--- config.mk ---
export PLATFORM = sky130hd
export DESIGN_NAME = s2x_fifo
export DESIGN_NICKNAME = d
export VERILOG_FILES = /design/src/sv/s2x_fifo.sv
export SDC_FILE = /design/constraint.sdc
export NUM_CORES = 1
export LEC_CHECK = 0
export BUFFER_PORTS_ARGS = -buffer_cell sky130_fd_sc_hd__buf_2
export CORE_MARGIN = 4
export CORE_UTILIZATION = 43
export CTS_CLUSTER_DIAMETER = 50
export DETAILED_ROUTE_END_ITERATION = 12
export HOLD_SLACK_MARGIN = 0.1
export PLACE_DENSITY = 0.71
export RECOVER_POWER = 100
export SKIP_CTS_REPAIR_TIMING = 1
export SYNTH_ARGS = -nofsm -noshare
export SYNTH_HDL_FRONTEND = slang
export SYNTH_SLANG_ARGS = --single-unit
--- constraint.sdc ---
create_clock -name clk_i -period 1.3 [get_ports clk_i]
set_input_delay 0.065 -clock clk_i [delete_from_list [all_inputs] [get_ports clk_i]]
set_output_delay 0.065 -clock clk_i [all_outputs]
set_load 0.01 [all_outputs]
--- src/sv/s2x_fifo.sv ---
// ----------------------------------------------------------------------------
// s2x_fifo
// Small register FIFO with occupancy count; Depth must be a power of two.
// ----------------------------------------------------------------------------
module s2x_fifo #(
  parameter int unsigned Width = 8,
  parameter int unsigned Depth = 2
) (
  input  logic                           clk_i,
  input  logic                           rst_ni,
  input  logic                           push_i,
  input  logic [Width-1:0]               data_i,
  input  logic                           pop_i,
  output logic [Width-1:0]               data_o,
  output logic                           full_o,
  output logic                           empty_o,
  output logic [$clog2(Depth+1)-1:0]     count_o
);

  localparam int unsigned AddrW = $clog2(Depth);
  localparam int unsigned CntW  = $clog2(Depth+1);

  logic [Width-1:0] mem_q [Depth];
  logic [AddrW-1:0] wptr_q, wptr_d;
  logic [AddrW-1:0] rptr_q, rptr_d;
  logic [CntW-1:0]  cnt_q, cnt_d;
  logic             do_push, do_pop;

  assign full_o  = (cnt_q == CntW'(Depth));
  assign empty_o = (cnt_q == '0);
  assign count_o = cnt_q;
  assign data_o  = mem_q[rptr_q];

  assign do_push = push_i && !full_o;
  assign do_pop  = pop_i && !empty_o;

  always_comb begin
    wptr_d = wptr_q;
    rptr_d = rptr_q;
    cnt_d  = cnt_q;
    if (do_push) begin
      wptr_d = wptr_q + AddrW'(1);
    end
    if (do_pop) begin
      rptr_d = rptr_q + AddrW'(1);
    end
    if (do_push && !do_pop) begin
      cnt_d = cnt_q + CntW'(1);
    end else if (!do_push && do_pop) begin
      cnt_d = cnt_q - CntW'(1);
    end
  end

  always_ff @(posedge clk_i or negedge rst_ni) begin
    if (!rst_ni) begin
      wptr_q <= '0;
      rptr_q <= '0;
      cnt_q  <= '0;
    end else begin
      wptr_q <= wptr_d;
      rptr_q <= rptr_d;
      cnt_q  <= cnt_d;
    end
  end

  always_ff @(posedge clk_i) begin
    if (do_push) begin
      mem_q[wptr_q] <= data_i;
    end
  end

endmodule

## Word level (Yosys, flattened, before mapping)

Memory sizes are Yosys's and may differ from the RTL's.
Cells that the tools add are included.

- Flip-flop bits (word level): 4
- RAM bits: 16
- Bits of input ports: 12
- Output and inout bits: 12
- Logic and storage cells: 23
- Memories: 1

Memories:

| name | depth | bits a word | rd ports | clocked after Yosys merged registers in | write ports | line | source |
|---|---|---|---|---|---|---|---|
| mem_q | 2 | 8 | 1 | 0 | 1 | 23 | `logic [Width-1:0] mem_q [Depth];` |

- Add/subtract/negate cells: 4
- Equality and inequality tests: 1
- Multiplexer cells: 4
- Reductions and logical operators: 10

Operators with widths:

| cell | number |
|---|---|
| $logic_and 1x1->1 | 4 |
| $logic_not 1->1 | 4 |
| $mux 2 | 2 |
| $add 1x1->1 const B | 2 |
| $add 2x1->2 const B | 1 |
| $eq 2x2->1 const B | 1 |
| $logic_not 2->1 | 1 |
| $mux 1 | 2 |
| $reduce_bool 2->1 | 1 |
| $sub 2x1->2 const B | 1 |

## Logic depth before layout (Yosys ltp)

- Depth after elaboration: 7
- Gate-level depth with buffers: 7
- Depth with buffers taken out: 7

## Worst setup path before layout

OpenSTA, ideal clock, no wires.

- Kind: register to register
- Start point: register cnt_q[0], in the netlist count_o[0]
- End point: memory mem_q[0][0], enable pin
- Setup time: 370 ps
- Data arrival time: 1099 ps
- Required time: 930 ps
- Path slack: -169 ps
- Cell stages (with the launch flop): 4
- Buffers on the path: 0
- Period minus slack after synthesis: 1469 ps
- Path through: dfrtp_1 > nand2b_1 > nand2_2 > nor2_1

- Cells in the longest elaborated chain, start to end: 5

Ends and longest elaborated chain:

| item | line | source |
|---|---|---|
| start, declared | 26 | `logic [CntW-1:0] cnt_q, cnt_d;` |
| start signal, assigned | 62 | `cnt_q <= cnt_d;` |
| $eq 2x2->1 | 29 | `assign full_o = (cnt_q == CntW'(Depth));` |
| $logic_not 1->1 | 34 | `assign do_push = push_i && !full_o;` |
| $logic_and 1x1->1 | 34 |  |
| $mux 1 | 67 | `if (do_push) begin` |
| $mux 1 (not written as such) | 68 | `mem_q[wptr_q] <= data_i;` |
| end, declared | 23 |  |

No other way between the ends.

## Worst setup path after layout

- Start point: register rptr_q
- End point: output port data_o[7]

- Cells in the longest elaborated chain, start to end: 1

Ends and longest elaborated chain:

| item | line | source |
|---|---|---|
| start, declared | 25 | `logic [AddrW-1:0] rptr_q, rptr_d;` |
| start signal, assigned | 61 | `rptr_q <= rptr_d;` |
| $mem_v2 2x8 | - |  |
| end, declared | 14 | `output logic [Width-1:0] data_o,` |

No other way between the ends.

==> qor.tcl <==
set qor(rows) 15
set qor(antenna_found_initial) 0
set qor(synth_nets) 57
set qor(postLayoutSetupSlackWorst_ns) -0.06456
set qor(routed_wl_um) 1514
set qor(rsz0062_at_grt) {true}
set qor(post_drt_wl_per_cell_um) 12.94
set qor(timing.critical_path.arrival_ns) 1.30
set qor(grt_use_total_pct) 11.63
set qor(syn-cell-area_um2) 782.0
set qor(postSynthRegisterBits) 20
set qor(critical_path.reg2reg.endpoint) {count_o[1]}
set qor(finalNetCount) 106
set qor(pwrdens_nw_per_um2) 2152
set qor(critical_path.most_common_cell) {buf_6}
set qor(post_drt_via_cell_ratio) 4.436
set qor(largest_vdd_supply_drop_v) 0.001511
set qor(syn-instance-count) 44
set qor(drt_pre_antenna_iters) 3
set qor(pre_cts_ws_ns) -0.002020
set qor(layout_commonest_cell) {edfxtp_1}
set qor(final.min_clock_period_ns) 1.365
set qor(critical_path_cell_list) {buf_6 > mux2_2 > buf_6}
set qor(area.sequential_um2) 584.3
set qor(floorplan.core_area_um2) 1727
set qor(drt.antenna.violating_nets) 0
set qor(grt_overflow) 0
set qor(hold_viol) 0
set qor(antenna_cells_inserted) 0
set qor(max_freq_mhz) 732.8
set qor(gp_congestion) 0.7045
set qor(worstPathRequired_ns) 1.24
set qor(skew_ns) 0.007183
set qor(start_util_pct) 45.29
set qor(port_buffer_count) 23
set qor(grt_start_max_net_pins) 12
set qor(hp-class) {input pin to async pin}
set qor(critical_path_peak_fanout) 5
set qor(cts_sinks) 20
set qor(share_of_layout_cells_above_drive_strength_1_pct) 55.43
set qor(finalPower_mw) 2.695
set qor(clkSlewWorstSetupHoldPaths_ns) 0.11
set qor(max-slew-margin-rel_pct) 82.53
set qor(leakage_nw) 0.5281
set qor(critPathSlowestCell) {dfrtp_2}
set qor(post_dp_cell_area_um2) 1016
set qor(clock_insertion_delay_worst_skew_ns) 0.30
set qor(crit_path_max_incr_delay_ns) 0.39
set qor(die-height_um) 50.65
set qor(mostFrequentLayoutCells) {edfxtp_1, buf_6, buf_4}
set qor(die_w_um) 50.65
set qor(worstRegToRegCells) 7
set qor(via_count_of_the_first_global_routing_pass) 505
set qor(final_max_slew_viol_count) 0
set qor(final_clock_period_utilization_by_the_worst_path_pct) 105.0
set qor(finalSetupViolCount) 9
set qor(worst_r2r_startpoint) {count_o[0]}
set qor(yosysWarnings) 0
set qor(run_status) {complete, but fails checks}
set qor(register_area_share_after_synthesis_pct) 74.24
set qor(synthesis.area_per_instance_um2) 17.77
set qor(timing.setup.tns_ns) -0.4028
set qor(ys_types) 15
set qor(global_route_wire_length_before_repair_um) 2152
set qor(dp.final_hpwl_um) 964.1
set qor(cts.htree.levels) 1
set qor(crit_type) {register to output pin}
set qor(reg2reg_setup_slack_ns) -0.01
set qor(worst-slew-pin-transition_ns) 0.2621
set qor(max-clock-path-buffers) 2
set qor(hold-worst-slack_ns) 0.1282
set qor(drtIter0Drc) 10
set qor(root_buffer_master) {clkbuf_4}
set qor(multi_input_comb_area_um2) 247.7
set qor(design_area_um2) 1252
set qor(final.fill_count) 124
set qor(vias) 519
set qor(cts-buffers-inserted) 3
set qor(dieArea_um2) 2565
set qor(violations) {setup timing}
set qor(cap_viol_max_count) 0
set qor(timing.critical_path.to_type) {output pin}
set qor(top_level_ports) 24
set qor(tritoncts) {built}
set qor(critPathLaunchType) {register}
set qor(syn_to_final_growth_pct) 60.16
set qor(detail_route.drc_violations) 0
-- cells in the mapped netlist, drive strengths merged --
cell type | count | area share (%)
edfxtp | 16 | 61
ha | 1 | 1.6
xor2 | 2 | 2.2
buf | 1 | 0.64
nor2 | 3 | 1.4
xnor2 | 3 | 4.3
dfrtp | 4 | 13
o21ai | 1 | 0.64
and3 | 1 | 0.80
nand2 | 1 | 0.80
inv | 2 | 0.96
nand2b | 1 | 0.80
mux2 | 8 | 12
-- worst max-delay path by stage --
stage / startpoint / end / cells after the start
2_1_floorplan: count_o[0] / count_o[1] / 7
3_3_place_gp: count_o[0] / count_o[1] / 7
3_5_place_dp: count_o[0] / count_o[1] / 7
4_1_cts: rptr_q / data_o[7] / 2
5_1_grt: rptr_q / data_o[7] / 3
6_report: rptr_q / data_o[7] / 3
-- worst max-delay path, delay by kind of cell (launching register included) --
family,cells,cell delay (ns)
flip-flops,1,0.39
multiplexers,1,0.35
buffers and inverters,2,0.26
-- metrics by stage --
step | instances | util (%)
finish | 117 | 72.54
global route | 117 | 72.54
CTS | 103 | 60.36
detailed placement | 99 | 58.84
global placement | 99 | 58.84
floorplan | 44 | -
-- cell type report --
type                       count  share of cell area [%]
tap                           25                   2.498
timing repair buffer          45                   28.37
multi-input combinational     21                   19.78
inverter                       2                  0.5994
sequential                    20                   46.65
clock buffer                   4                   2.098
-- per-layer routing --
| metal | vias up | part of all wire, % | GRT usage (%) |
|---|---|---|---|
| met4 | 0 | 1.9 | 5.381 |
| met3 | 4 | 4.8 | 2.967 |
| li1 | 251 | - | - |
| met1 | 248 | 41 | 13.27 |
| met5 | - | 0 | 0 |
| met2 | 16 | 53 | 20.22 |
-- logic make-up (layout without fill, tap and decap cells) --
group           count (synthesis)  count (layout)  synth area share (%)
xor+xnor                        5               5                 6.561
buf+inv                         3              51                 1.600
mux                             8               8                 11.52
simple gates                    6               6                 3.841
fa+ha+maj                       1               1                 1.600
compound gates                  1               1                0.6394
flops                          20              20                 74.24
-- power breakdown --
part	total, mW	leakage, nW	switching (mW)	internal (mW)
Combinational	1.39	0.321	0.546	0.843
Sequential	1.01	0.192	0.103	0.905
Clock	0.298	0.0150	0.179	0.119
Total	2.69	0.528	0.828	1.87
-- flip-flops by register name (all words and copies together) (netlist names) --
| register | count |
|---|---|
| wptr_q | 1 |
| mem_q | 16 |
| count_o | 2 |
| rptr_q | 1 |
(Power assumes the default switching activity.)
