--- src/sv/s2x_pkg.sv ---
// ----------------------------------------------------------------------------
// s2x_pkg
// Shared types, register codes and averaging functions of the Super2xSaI
// pixel scaler.
// ----------------------------------------------------------------------------
package s2x_pkg;

  localparam int unsigned PixW = 32;

  typedef logic [PixW-1:0] pix_t;
  typedef pix_t [3:0] col_t;  // rows y-1 .. y+2

  typedef logic [1:0] reg_idx_t;
  localparam reg_idx_t RegHalfColor    = 2'd0;
  localparam reg_idx_t RegHalfCarry    = 2'd1;
  localparam reg_idx_t RegQuarterColor = 2'd2;
  localparam reg_idx_t RegQuarterCarry = 2'd3;

  localparam pix_t HalfColorRst    = 32'h00FE_FEFE;
  localparam pix_t HalfCarryRst    = 32'h0001_0101;
  localparam pix_t QuarterColorRst = 32'h00FC_FCFC;
  localparam pix_t QuarterCarryRst = 32'h0003_0303;

  localparam logic [1:0] HeldMax = 2'd3;

  typedef struct packed {
    pix_t half_color;
    pix_t half_carry;
    pix_t quarter_color;
    pix_t quarter_carry;
  } masks_t;

  typedef struct packed {
    col_t [3:0] cols;  // columns x-1 .. x+2
    logic       eor;
  } job_t;

  typedef struct packed {
    pix_t tl;
    pix_t tr;
    pix_t bl;
    pix_t br;
    logic eor;
  } blk_t;

  function automatic pix_t avg2(pix_t a, pix_t b, pix_t color, pix_t carry);
    return ((a & color) >> 1) + ((b & color) >> 1) + (a & b & carry);
  endfunction

  function automatic pix_t avg4(pix_t a, pix_t b, pix_t c, pix_t d, pix_t m, pix_t q);
    pix_t hi;
    pix_t lo;
    hi = ((a & m) >> 2) + ((b & m) >> 2) + ((c & m) >> 2) + ((d & m) >> 2);
    lo = (((a & q) + (b & q) + (c & q) + (d & q)) >> 2) & q;
    return hi + lo;
  endfunction

endpackage

--- src/sv/s2x_front.sv ---
// ----------------------------------------------------------------------------
// s2x_front
// Column window with edge clamping; turns each accepted column into block
// jobs; replays right-edge flush jobs one per cycle while job_ready_i is high.
// ----------------------------------------------------------------------------
module s2x_front import s2x_pkg::*; (
  input  logic clk_i,
  input  logic rst_ni,
  input  logic push_i,
  output logic full_o,
  input  col_t col_i,
  input  logic row_first_i,
  input  logic row_last_i,
  output logic job_valid_o,
  output job_t job_o,
  input  logic job_ready_i
);

  col_t [2:0] win_q, win_d;
  col_t       cur_q, cur_d;
  logic [1:0] held_q, held_d;
  logic [1:0] flush_q, flush_d;

  col_t [2:0] wp;
  logic [1:0] held_e;
  logic [1:0] remain;
  logic       accept;
  logic       flushing;

  assign full_o   = (flush_q != 2'd0) || !job_ready_i;
  assign accept   = push_i && !full_o;
  assign flushing = (flush_q != 2'd0) && job_ready_i;
  assign held_e   = row_first_i ? 2'd0 : held_q;

  always_comb begin
    if (held_e == 2'd0) begin
      wp = {col_i, col_i, col_i};
    end else if (row_last_i && held_e == 2'd1) begin
      wp = {col_i, win_q[2], win_q[1]};
    end else begin
      wp = win_q;
    end

    if (!row_last_i) begin
      remain = 2'd0;
    end else if (held_e >= 2'd2) begin
      remain = 2'd2;
    end else if (held_e == 2'd1) begin
      remain = 2'd1;
    end else begin
      remain = 2'd0;
    end
  end

  always_comb begin
    win_d       = win_q;
    cur_d       = cur_q;
    held_d      = held_q;
    flush_d     = flush_q;
    job_valid_o = 1'b0;
    job_o.cols  = {cur_q, win_q[2], win_q[1], win_q[0]};
    job_o.eor   = (flush_q == 2'd1);

    if (accept) begin
      job_valid_o = row_last_i || (held_e >= 2'd2);
      job_o.cols  = {col_i, wp[2], wp[1], wp[0]};
      job_o.eor   = row_last_i && (remain == 2'd0);
      win_d       = {col_i, wp[2], wp[1]};
      cur_d       = col_i;
      flush_d     = remain;
      if (row_last_i) begin
        held_d = 2'd0;
      end else if (held_e < HeldMax) begin
        held_d = held_e + 2'd1;
      end else begin
        held_d = HeldMax;
      end
    end else if (flushing) begin
      job_valid_o = 1'b1;
      win_d       = {cur_q, win_q[2], win_q[1]};
      flush_d     = flush_q - 2'd1;
    end
  end

  always_ff @(posedge clk_i or negedge rst_ni) begin
    if (!rst_ni) begin
      held_q  <= 2'd0;
      flush_q <= 2'd0;
    end else begin
      held_q  <= held_d;
      flush_q <= flush_d;
    end
  end

  always_ff @(posedge clk_i) begin
    win_q <= win_d;
    cur_q <= cur_d;
  end

endmodule

--- config.mk ---
export PLATFORM = sky130hd
export DESIGN_NAME = s2x_front
export DESIGN_NICKNAME = d
export VERILOG_FILES = /design/src/sv/s2x_pkg.sv /design/src/sv/s2x_front.sv
export SDC_FILE = /design/constraint.sdc
export NUM_CORES = 1
export LEC_CHECK = 0
export ABC_AREA = 1
export BUFFER_PORTS_ARGS = -buffer_cell sky130_fd_sc_hd__buf_2
export CORE_AREA = 2 2 249 251
export CTS_BUF_LIST = sky130_fd_sc_hd__clkbuf_2
export DETAILED_ROUTE_END_ITERATION = 12
export DIE_AREA = 0 0 251 253
export GPL_TIMING_DRIVEN = 0
export PLACE_DENSITY = 0.68
export SLEW_MARGIN = 15
export SYNTH_ARGS = -nofsm -noshare
export SYNTH_HDL_FRONTEND = slang
export SYNTH_SLANG_ARGS = --single-unit
export TNS_END_PERCENT = 50
--- constraint.sdc ---
create_clock -name clk_i -period 10 [get_ports clk_i]
set_input_delay 2 -clock clk_i [delete_from_list [all_inputs] [get_ports clk_i]]
set_output_delay 2 -clock clk_i [all_outputs]
set_load 0.1 [all_outputs]
* After elaboration in Yosys (flattened, before gate mapping)
Index checks and enable logic that the tools add are counted.
Word-level totals: register bits 516
Operators by class: muxes and demuxes 15, eq/ne operators 2, add/sub/neg operators 2, reductions and logical operators 12, magnitude comparators 2
Operators by type and width (number):
- $mux W384 | 4
- $mux W513 | 1
- $mux W2 | 7
- $eq A2 B1 Y1 const B | 2
- $logic_and A1 B1 Y1 | 4
- $logic_not A2 Y1 | 2
- $reduce_bool A2 Y1 | 2
- $mux W1 | 3
- $add A2 B1 Y2 const B | 1
- $ge A2 B2 Y1 const B | 1
- $logic_not A1 Y1 | 2
- $logic_or A1 B1 Y1 | 2
- $lt A2 B2 Y1 const B | 1
- $sub A2 B1 Y2 const B | 1

* Longest topological paths before layout
depth in word-level cells 8, mapped depth 9

* Worst setup path before layout
OpenSTA, ideal clock, no wires.
path kind input to register, from input port push_i, to register flush_q[1], setup slack -1.571 ns, data required time 9.484 ns, cell stages on the path 5, arrival time 11.055 ns, setup time 0.516 ns, cells stage by stage nand3_1 > buf_2 > buf_2 > nand2_1 > o21ai_0
Between the ends: word-level cells in the longest chain between the ends 2, elaborated cells between the ends (all ways) 3, classes of those cells mux (1); reduce/logical (2)
Ends and longest elaborated chain:
- from (decl) | line s2x_front.sv:9 | input logic push_i,
- $logic_and A1 B1 Y1 * | line s2x_front.sv:31 | assign accept = push_i && !full_o;
- $mux W2 or $reduce_bool A2 Y1 (tied branches)
- to (signal assigned) | line s2x_front.sv:91 | flush_q <= flush_d;
- to (decl) | line s2x_front.sv:22 | logic [1:0] flush_q, flush_d;
Mark *: on every way between the ends. The rest lies on a longest branch, timed or not. A chain may end at the register's enable or synchronous reset.

==> results.yml <==
die:
  fp.dieW_um: 251
  initial_utilization: 0.413
  placementRows: 91
  die_area_um2: 63500
  ioPinCount: 649
  die_h_um: 253
  fp.coreArea_um2: 61000
drt:
  drcViolationCount: 0
  first_pass_iters: 5
  drt.antenna.violating_nets: 0
  drt_iter0_markers: 2335
  wl_um: 97700
  wl_per_cell_um: 21.7
  detailroute.via_count: 23600
  vias_per_cell: 5.26
cts:
  clk_pin_slew_ns: 0.09
  cts_hold_buf: 0
  post-cts-setup-buffers: 0
  cts_sinks: 516
  clk_path_buf_depth: 3
  clkLatencyLatePin_ns: 1.26
  cts_tree: "yes"
  cts_buffers: 144
  cts_max_level: 4
  cts_root_buf: "clkbuf_2"
  cts_resized: 0
worst_hold_path:
  hold_depth: 2
  hp-start: "cur_q[7]"
  hold_path.class: "register to register"
  holdPathEnd: "win_q[263]"
layout:
  finalNetCount: 3717
  areaGrowthSynthToFinish_pct: 22.7
  layout-drive-gt1-share: 0.284
  fin_util: 0.507
timing:
  slew_viol_final: 0
  post-route-period-util: 0.666
  tightest_slew_ns: 1.19
  hold_viol_final: 0
  fin_setup_tns_ns: 0
  hold_ws_ns: 0.513
  relSlewSlack: 0.204
  clock.fmax_ghz: 0.150
  finalSetupViolations: 0
  fin_crit_ns: 6.66
  rsz0062_at_grt: "no"
  clock_skew_ns: 0.0859
synth:
  synth_seq_area_share: 0.614
  ys_async_sr_fraction: 0.00775
  synth_common_cells: "nand2_1 (695), nand3_1 (559), edfxtp_1 (512)"
  synth-seq-cells: 516
  synthXorXnorAreaFrac: 0
  synth_top_family_by_area: "simple AND/OR/NAND/NOR gates"
  synth_compound_area_frac: 0.0442
  synth_cells: 2782
  yosysMostFrequentCell: "nand2_1"
  ys_top_cells_by_area: "edfxtp_1 (61%), nand3_1 (11%), nand2_1 (10%)"
  ys_types: 20
  synth_edf_count: 512
  yosysWarnings: 0
  syn_nets: 2918
  synth.avg_cell_area_um2: 9.06
  synthFlopType: "edfxtp_1"
  yosys.area.top_type_share: 0.610
  synth_area_leader_cell: "edfxtp_1"
  yosys-mux-area-fraction: 0
  syn_area_um2: 25200
  yosys.area_share.simple: 0.254
  synthAdderAreaFrac: 0.000993
global_route:
  grt.overflow.total: 0
  grt_max_degree: 95
  grt_usage: 0.298
  grt_pass1_vias: 22900
  antenna_found_initial: 17
  grt_pass1_wl_um: 141000
setup_path:
  required_ns: 8.00
  arrival_ns: 4.66
  regToRegStartpoint: "flush_q[0]"
  cp_slowest_cell: "clkbuf_1"
  worstSetupStartpoint: "job_ready_i"
  worst_setup_path_start_kind: "input port"
  cp-end-kind: "primary output"
  path_max_fanout: 10
  critical-path-max-stage-delay_ns: 0.90
  r2r_cells: 8
  path_cells: "buf_2 > nand3_1 > inv_2 > clkbuf_1 > buf_2 > nand3_1 > nand3_1 > buf_2"
  crit_type: "input port to primary output"
  reg2reg_to: "win_q[8]"
  rrSetupSlack_ns: 6.41
job:
  max-cap-violations: 0
place:
  io_buffers: 648
  dp_hpwl_um: 69300
  gp_congestion: 0.890
status:
  outcome: "finished clean"
## how the worst max path moves through the flow
stage	slack [ns]	depth (start not counted)	end
after floorplan	2.38	5	flush_q[1]
after global placement	-1.36	5	win_q[32]
after detailed placement	3.34	8	job_o[256]
after CTS	3.28	9	job_o[256]
after global routing	3.20	8	job_o[472]
final	3.34	8	job_o[256]
## worst max-delay path: cells and delay by family
kind                   cells  cell delay (ns)
buffers and inverters      5             2.13
and+or+nand+nor            3             0.50
## routing by layer
layer	share of wire	routed length, µm	global-route usage
met1	0.38	36800	0.365
met2	0.47	45800	0.483
met3	0.11	10900	0.0958
met4	0.042	4080	0.133
met5	0.00044	43	0
## kinds of logic (layout without fill, tap and decap cells)
kind of cell	after synthesis	in the layout
simple gates	1512	1512
other cells	0	12
compound gates	221	221
buf+inv	531	1437
flops	516	516
fa+ha+maj	2	2
## cell type report
class	count	area, µm²
Clock buffer	222	1110
Sequential cell	516	15500
Timing Repair Buffer	653	3380
Inverter	345	1290
Fill cell	6035	30100
Buffer	186	917
Clock inverter	31	189
Antenna cell	12	30.0
Multi-Input combinational cell	1735	7550
Tap cell	790	988
## layout by cell type (no fill, tap or decap), drive strengths merged
cell type,instances
nor2,256
dfrtp,4
clkinvlp,3
inv,348
edfxtp,512
buf,807
bufinv,2
clkinv,23
diode,12
a21oi,2
o21ai,219
nand2,696
ha,2
clkbuf,254
nand3,559
nor3,1
## stage by stage
stage	setup WS, ns	cell area [µm²]	cells
final	3.34	30900	4490
after detailed placement	3.34	29600	4225
after global placement	-1.36	29400	4220
after CTS	3.28	30900	4478
after global routing	3.20	30900	4486
after floorplan	2.38	25200	2782
## state kept, by name, indices dropped and copies added, names as in the netlist
register / flops
cur_q: 128
flush_q: 2
held_q: 2
win_q: 384
Power is not shown: default switching activity piles up to over one toggle a cycle in this logic, so the estimate is an artifact.
