==> src/sv/s2x_pkg.sv <==
// ----------------------------------------------------------------------------
// s2x_pkg
// Shared types, register codes and averaging functions of the Super2xSaI
// pixel scaler.
// ----------------------------------------------------------------------------
package s2x_pkg;

  localparam int unsigned PixW = 32;

  typedef logic [PixW-1:0] pix_t;
  typedef pix_t [3:0] col_t;  // rows y-1 .. y+2

  typedef logic [1:0] reg_idx_t;
  localparam reg_idx_t RegHalfColor    = 2'd0;
  localparam reg_idx_t RegHalfCarry    = 2'd1;
  localparam reg_idx_t RegQuarterColor = 2'd2;
  localparam reg_idx_t RegQuarterCarry = 2'd3;

  localparam pix_t HalfColorRst    = 32'h00FE_FEFE;
  localparam pix_t HalfCarryRst    = 32'h0001_0101;
  localparam pix_t QuarterColorRst = 32'h00FC_FCFC;
  localparam pix_t QuarterCarryRst = 32'h0003_0303;

  localparam logic [1:0] HeldMax = 2'd3;

  typedef struct packed {
    pix_t half_color;
    pix_t half_carry;
    pix_t quarter_color;
    pix_t quarter_carry;
  } masks_t;

  typedef struct packed {
    col_t [3:0] cols;  // columns x-1 .. x+2
    logic       eor;
  } job_t;

  typedef struct packed {
    pix_t tl;
    pix_t tr;
    pix_t bl;
    pix_t br;
    logic eor;
  } blk_t;

  function automatic pix_t avg2(pix_t a, pix_t b, pix_t color, pix_t carry);
    return ((a & color) >> 1) + ((b & color) >> 1) + (a & b & carry);
  endfunction

  function automatic pix_t avg4(pix_t a, pix_t b, pix_t c, pix_t d, pix_t m, pix_t q);
    pix_t hi;
    pix_t lo;
    hi = ((a & m) >> 2) + ((b & m) >> 2) + ((c & m) >> 2) + ((d & m) >> 2);
    lo = (((a & q) + (b & q) + (c & q) + (d & q)) >> 2) & q;
    return hi + lo;
  endfunction

endpackage

==> src/sv/s2x_back.sv <==
// ----------------------------------------------------------------------------
// s2x_back
// Two-stage block kernel: stage 1 registers the equality tests, the vote
// and all averaging candidates; stage 2 picks the four output pixels.
// ----------------------------------------------------------------------------
module s2x_back import s2x_pkg::*; #(
  parameter int unsigned OutDepth = 4
) (
  input  logic                          clk_i,
  input  logic                          rst_ni,
  input  masks_t                        masks_i,
  input  logic                          job_valid_i,
  input  job_t                          job_i,
  output logic                          job_pop_o,
  input  logic [$clog2(OutDepth+1)-1:0] out_count_i,
  output logic                          blk_valid_o,
  output blk_t                          blk_o
);

  localparam int unsigned CntW = $clog2(OutDepth+1) + 1;

  typedef struct packed {
    pix_t p5;
    pix_t p6;
    pix_t p9;
    pix_t a56;
    pix_t a910;
    pix_t a95;
    pix_t q10;
    pix_t q9;
    pix_t q6;
    pix_t q5;
    logic f96;
    logic f510;
    logic vote_gt;
    logic vote_lt;
    logic br_c1;
    logic br_c2;
    logic tr_c1;
    logic tr_c2;
    logic bl_c;
    logic tl_c;
    logic eor;
  } s1_t;

  pix_t       p [16];
  s1_t        s1_d, s1_q;
  logic       s1_v_q;
  logic [3:0] pos_v, neg_v;
  logic [2:0] pos_n, neg_n;
  pix_t       tr, br;

  assign job_pop_o = job_valid_i &&
                     ((CntW'(out_count_i) + CntW'(s1_v_q)) < CntW'(OutDepth));

  always_comb begin
    for (int r = 0; r < 4; r++) begin
      for (int k = 0; k < 4; k++) begin
        p[r*4+k] = job_i.cols[k][r];
      end
    end
  end

  always_comb begin
    pos_v[0] = (p[6] != p[8])  || (p[6] != p[13]);
    pos_v[1] = (p[6] != p[4])  || (p[6] != p[1]);
    pos_v[2] = (p[6] != p[14]) || (p[6] != p[11]);
    pos_v[3] = (p[6] != p[2])  || (p[6] != p[7]);
    neg_v[0] = (p[5] != p[8])  || (p[5] != p[13]);
    neg_v[1] = (p[5] != p[4])  || (p[5] != p[1]);
    neg_v[2] = (p[5] != p[14]) || (p[5] != p[11]);
    neg_v[3] = (p[5] != p[2])  || (p[5] != p[7]);
    pos_n    = 3'($countones(pos_v));
    neg_n    = 3'($countones(neg_v));

    s1_d.p5   = p[5];
    s1_d.p6   = p[6];
    s1_d.p9   = p[9];
    s1_d.a56  = avg2(p[5], p[6], masks_i.half_color, masks_i.half_carry);
    s1_d.a910 = avg2(p[9], p[10], masks_i.half_color, masks_i.half_carry);
    s1_d.a95  = avg2(p[9], p[5], masks_i.half_color, masks_i.half_carry);
    s1_d.q10  = avg4(p[10], p[10], p[10], p[9],
                     masks_i.quarter_color, masks_i.quarter_carry);
    s1_d.q9   = avg4(p[9], p[9], p[9], p[10],
                     masks_i.quarter_color, masks_i.quarter_carry);
    s1_d.q6   = avg4(p[6], p[6], p[6], p[5],
                     masks_i.quarter_color, masks_i.quarter_carry);
    s1_d.q5   = avg4(p[6], p[5], p[5], p[5],
                     masks_i.quarter_color, masks_i.quarter_carry);
    s1_d.f96     = (p[9] == p[6]);
    s1_d.f510    = (p[5] == p[10]);
    s1_d.vote_gt = (pos_n > neg_n);
    s1_d.vote_lt = (pos_n < neg_n);
    s1_d.br_c1 = (p[6] == p[10]) && (p[10] == p[13]) && (p[9] != p[14]) &&
                 (p[10] != p[12]);
    s1_d.br_c2 = (p[5] == p[9]) && (p[9] == p[14]) && (p[13] != p[10]) &&
                 (p[9] != p[15]);
    s1_d.tr_c1 = (p[6] == p[10]) && (p[6] == p[1]) && (p[5] != p[2]) &&
                 (p[6] != p[0]);
    s1_d.tr_c2 = (p[5] == p[9]) && (p[5] == p[2]) && (p[1] != p[6]) &&
                 (p[5] != p[3]);
    s1_d.bl_c = ((p[5] == p[10]) && (p[9] != p[6]) && (p[4] == p[5]) &&
                 (p[5] != p[14])) ||
                ((p[5] == p[8]) && (p[6] == p[5]) && (p[4] != p[9]) &&
                 (p[5] != p[12]));
    s1_d.tl_c = ((p[9] == p[6]) && (p[5] != p[10]) && (p[8] == p[9]) &&
                 (p[9] != p[2])) ||
                ((p[4] == p[9]) && (p[10] == p[9]) && (p[8] != p[5]) &&
                 (p[9] != p[0]));
    s1_d.eor = job_i.eor;
  end

  always_ff @(posedge clk_i or negedge rst_ni) begin
    if (!rst_ni) begin
      s1_v_q <= 1'b0;
    end else begin
      s1_v_q <= job_pop_o;
    end
  end

  always_ff @(posedge clk_i) begin
    if (job_pop_o) begin
      s1_q <= s1_d;
    end
  end

  always_comb begin
    if (s1_q.f96 && !s1_q.f510) begin
      tr = s1_q.p9;
      br = s1_q.p9;
    end else if (s1_q.f510 && !s1_q.f96) begin
      tr = s1_q.p5;
      br = s1_q.p5;
    end else if (s1_q.f510 && s1_q.f96) begin
      if (s1_q.vote_gt) begin
        tr = s1_q.p6;
      end else if (s1_q.vote_lt) begin
        tr = s1_q.p5;
      end else begin
        tr = s1_q.a56;
      end
      br = tr;
    end else begin
      if (s1_q.br_c1) begin
        br = s1_q.q10;
      end else if (s1_q.br_c2) begin
        br = s1_q.q9;
      end else begin
        br = s1_q.a910;
      end
      if (s1_q.tr_c1) begin
        tr = s1_q.q6;
      end else if (s1_q.tr_c2) begin
        tr = s1_q.q5;
      end else begin
        tr = s1_q.a56;
      end
    end

    blk_o.tl  = s1_q.tl_c ? s1_q.a95 : s1_q.p5;
    blk_o.tr  = tr;
    blk_o.bl  = s1_q.bl_c ? s1_q.a95 : s1_q.p9;
    blk_o.br  = br;
    blk_o.eor = s1_q.eor;
  end

  assign blk_valid_o = s1_v_q;

endmodule

==> config.mk <==
export PLATFORM = sky130hd
export DESIGN_NAME = s2x_back
export DESIGN_NICKNAME = d
export VERILOG_FILES = /design/src/sv/s2x_pkg.sv /design/src/sv/s2x_back.sv
export SDC_FILE = /design/constraint.sdc
export NUM_CORES = 2
export LEC_CHECK = 0
export BUFFER_PORTS_ARGS = -buffer_cell sky130_fd_sc_hd__buf_2
export CORE_AREA = 10 10 416 418
export DETAILED_ROUTE_END_ITERATION = 12
export DIE_AREA = 0 0 426 428
export PLACE_DENSITY_LB_ADDON = 0.15
export SETUP_SLACK_MARGIN = 0.4
export SLEW_MARGIN = 20
export SYNTH_ARGS = -nofsm -noshare
export SYNTH_HDL_FRONTEND = slang
export SYNTH_SLANG_ARGS = --single-unit
==> constraint.sdc <==
create_clock -name clk_i -period 47.1 [get_ports clk_i]
set_clock_uncertainty 0.2 [all_clocks]
set_input_delay 9.42 -clock clk_i [delete_from_list [all_inputs] [get_ports clk_i]]
set_output_delay 9.42 -clock clk_i [all_outputs]
set_load 0.02 [all_outputs]
Word-level counts from Yosys, hierarchy flattened
Cells that the tools add are included.
{"block": "word_totals", "elab_cells": 186, "ff_bits": 332, "out_inout_bits": 131}
{"block": "classes", "magnitude_cmp": 3, "n_mux": 14, "n_bitwise": 22, "eq_ne": 44, "add_sub_neg": 41, "n_reduce_logical": 40}
{"operator": "$ne 32x32->1", "count": 30}
{"operator": "$add 32x32->32", "count": 19}
{"operator": "$and 32x32->32", "count": 18}
{"operator": "$eq 32x32->1", "count": 14}
{"operator": "$mux 32", "count": 14}
{"operator": "$add 31x30->32", "count": 4}
{"operator": "$add 32x30->32", "count": 4}
{"operator": "$and 30x32->32", "count": 4}
{"operator": "$add 30x30->31", "count": 4}
{"operator": "$add 31x31->32", "count": 3}
{"operator": "$logic_and 1x1->1", "count": 28}
{"operator": "$logic_or 1x1->1", "count": 10}
{"operator": "$add 1x1->2", "count": 4}
{"operator": "$add 2x2->3", "count": 2}
{"operator": "$add 3x1->4", "count": 1}
{"operator": "$lt 4x3->1 const B", "count": 1}
{"operator": "$gt 3x3->1", "count": 1}
{"operator": "$lt 3x3->1", "count": 1}
{"operator": "$logic_not 1->1", "count": 2}

Logic depth before layout (Yosys ltp)
{"block": "logic_depth", "ltp_word": 6, "ltp_mapped": 29}

Worst setup path before layout
OpenSTA, ideal clock, no wires.
{"block": "synth_timing", "kind": "input -> output", "start": "input out_count_i[0]", "end": "output job_pop_o", "arrival_ps": 36128, "path_buffers": 0, "stages": 1, "required_time_ps": 37480, "setup_slack_ps": 1352, "cell_sequence": "a311oi_1"}
{"block": "synth_between", "elab_chain_cells": 3}
{"element": "start, declared", "line_no": "s2x_back.sv:15", "rtl": "input logic [$clog2(OutDepth+1)-1:0] out_count_i,"}
{"element": "$add 3x1->4", "line_no": "s2x_back.sv:54", "rtl": "((CntW'(out_count_i) + CntW'(s1_v_q)) < CntW'(OutDepth));"}
{"element": "$lt 4x3->1", "line_no": "s2x_back.sv:54"}
{"element": "$logic_and 1x1->1", "line_no": "s2x_back.sv:53", "rtl": "assign job_pop_o = job_valid_i &&"}
{"element": "end, declared", "line_no": "s2x_back.sv:14", "rtl": "output logic job_pop_o,"}
No other way between the ends.

Final worst setup path
{"block": "layout_timing", "start": "input job_valid_i", "end": "output job_pop_o"}
{"block": "layout_between", "elab_chain_cells": 1}
{"element": "start, declared", "line_no": "s2x_back.sv:12", "rtl": "input logic job_valid_i,"}
{"element": "$logic_and 1x1->1", "line_no": "s2x_back.sv:53"}
No other way between the ends.

==> results_dict.tcl <==
set metrics [dict create \
    status "completed" \
    clockBufferDepth 3 \
    synthesis.nets 7724 \
    critical_path.cell_chain "buf_2, inv_1, a311oi_4, buf_4, buf_2" \
    fin_area_sq_um 63800 \
    crit_required_ns 37.48 \
    synth-edff-count 331 \
    worstSetupStartpointType "input port" \
    max_stage_delay_ns 0.34 \
    p_clk_frac 0.173 \
    max-vdd-ir-drop_mv 0.0216 \
    ys_seq_elements 332 \
    vias_per_cell 5.94 \
    power.density_nw_per_um2 28.1 \
    drc 0 \
    path_delay_family "buffers and inverters" \
    post-route-util 0.388 \
    post_cts_resized 0 \
    path_class "input port to output pin" \
    port-buffer-count 774 \
    syn_avg_cell_area_sq_um 8.97 \
    antenna_found_initial 166 \
    hold_viol 0 \
    synth_area_sq_um 55500 \
    track_usage 0.365 \
    synth_top_area_cell "edfxtp_1" \
    holdBufCountCts 0 \
    internal-power_uw 955 \
    switchingPower_uw 834 \
    grt_start_max_net_pins 119 \
    crit_path_end_kind "output pin" \
    gp_congestion 1.02 \
    final_cell_mix "buf_2, xor2_1, xnor2_1" \
    die_width_microns 426 \
    layout-drive-gt1-share 0.158 \
    tightest_slew_ns 1.21 \
    critical_path_peak_fanout 3 \
    synthCells 6186 \
    finalCritPeriodShare 0.425 \
    routed_wl_mm 348 \
    placed_cell_area_sq_um 62300 \
    slew_headroom 0.188 \
    post_cts_buffers 0 \
    cts-root-buf "clkbuf_16" \
    seq_area_frac_synth 0.180 \
    cp_data_arrival_time_ns 10.41 \
    postRouteAntennaNets 0 \
    ys_warn_count 0 \
    p_comb_frac 0.593 \
    rsz0062_at_grt "no" \
    max_freq_mhz 49.9 \
    core_area_sq_um 164000 \
    start_util 0.338 \
    sw_frac_of_total 0.466 \
    critical_path_buf_inv_count 4 \
    h-tree-depth 2 \
    place_hpwl_mm 279 \
    seqPwrFrac 0.234 \
    drv_slew 0 \
    drt-wirelength-per-cell_microns 37.9 \
    clock-sinks 332 \
    grt_first_pass_wirelength_mm 455 \
    period_needed_ns 20.03 \
    cpMostUsedCell "buf_2" \
    die_area_sq_um 182000 \
    overflow 0 \
    num-fill-cells 17010 \
    ios 778 \
    grt_pass1_vias 52118 \
    synth_cell_types 80 \
    numCtsBuffers 37 \
    cts_tree "done" \
    clkSlewWorstSetupHoldPaths_ns 0.06 \
    r2r_slack_ns 43.16 \
    vias 54608 \
    hold_ws_ns 0.994 \
    regArea_sq_um 9960 \
    async_flop_share 0.00301 \
    die_h_microns 428 \
    synthTopCellsByArea "edfxtp_1, fa_1, ha_1" \
    drt-pass1-iter-count 6 \
    hold_class "flip-flop to flip-flop" \
    r2r_cells 5 \
    finalSetupViolCount 0 \
    yosys_most_used_dff "edfxtp_1" \
    slowest_stage "buf_4" \
    area_growth_pct 14.9 \
    p_leak_nw 29.1 \
    insertion_delay_ns 0.59 \
    synth_top_area_frac 0.179 \
    fin_nets 8425 \
    path_depth 5 \
    cap_viol_max_count 0 \
    first_iter_violations 7915 \
    row_count 149 \
    multi_input_area_sq_um 42700 \
    setup_tns_ns 0 \
    whs_path_depth 3 \
    final_common_cell "buf_2" \
]
## routing by layer
layer | GRT usage | routed length [microns]
met1 | 0.482 | 138000
met2 | 0.512 | 141000
met3 | 0.109 | 42200
met4 | 0.233 | 26700
met5 | 0 | 245
## layout make-up
cell class                 instances  share of cell area
clock inverter                    21             0.00367
sequential                       332               0.156
inverter                         502              0.0296
antenna                           82             0.00322
timing repair buffer             934              0.0798
clock buffer                      46              0.0154
tap                             2189              0.0430
multi-input combinational       5080               0.669
## cells by family after synthesis
| family | synth area share |
|---|---|
| AO/OA/AOI/OAI | 0.123 |
| XOR/XNOR | 0.180 |
| adder cells (fa/ha/maj) | 0.262 |
| buffers and inverters | 0.0525 |
| flip-flops | 0.180 |
| multiplexers | 0.0323 |
| AND/OR/NAND/NOR | 0.171 |
## per-stage QoR
step / total power [mW] / instances / setup slack, ns
2_1_floorplan: 1.08 / 6186 / 1.35
3_3_place_gp: 1.44 / 9037 / 27.05
3_5_place_dp: 1.45 / 9037 / 27.04
4_1_cts: 1.76 / 9104 / 27.04
5_1_grt: 1.88 / 9159 / 27.02
6_report: 1.79 / 9186 / 27.07
## final timing paths
path / startpoint / to
worst max-delay path: job_valid_i / job_pop_o
worst min-delay path: blk_valid_o / blk_valid_o
worst max register to register: blk_valid_o / s1_q[240]
worst min register to register: blk_valid_o / blk_valid_o
max in group asynchronous: rst_ni / blk_valid_o
min in group asynchronous: rst_ni / blk_valid_o
## flip-flops by register name, summed over array words and instances, names as in the netlist
register / count
blk_o: 1
s1_q: 330
blk_valid_o: 1
## cells in the mapped netlist (63+ instances only)
cell type	instances
xor2_1	583
ha_1	438
buf_1	64
nor4_1	179
o21ai_0	243
mux2_2	64
mux2i_1	107
nor2_1	229
edfxtp_1	331
nand4_1	148
nand2b_1	66
inv_1	502
nand2_1	447
nor3_1	89
nand3_1	63
fa_1	453
a21o_1	159
clkbuf_1	204
a21oi_1	327
and2_1	376
and3_1	82
xnor2_1	558
## power by group through the flow
stage	clock [mW]	combinational, mW	sequential, mW
2_1_floorplan	0	0.652	0.425
3_3_place_gp	0	1.02	0.422
3_5_place_dp	0	1.02	0.422
4_1_cts	0.310	1.03	0.416
5_1_grt	0.319	1.14	0.420
6_report	0.309	1.06	0.419
## worst reg2reg max path, delay by kind of cell, from the launching register on
family                 cells  cell delay, ns
buffers and inverters      4            2.56
AO/OA/AOI/OAI              1            0.32
flip-flops                 1            0.41
No activity file was read; power rests on OpenSTA's default activity.
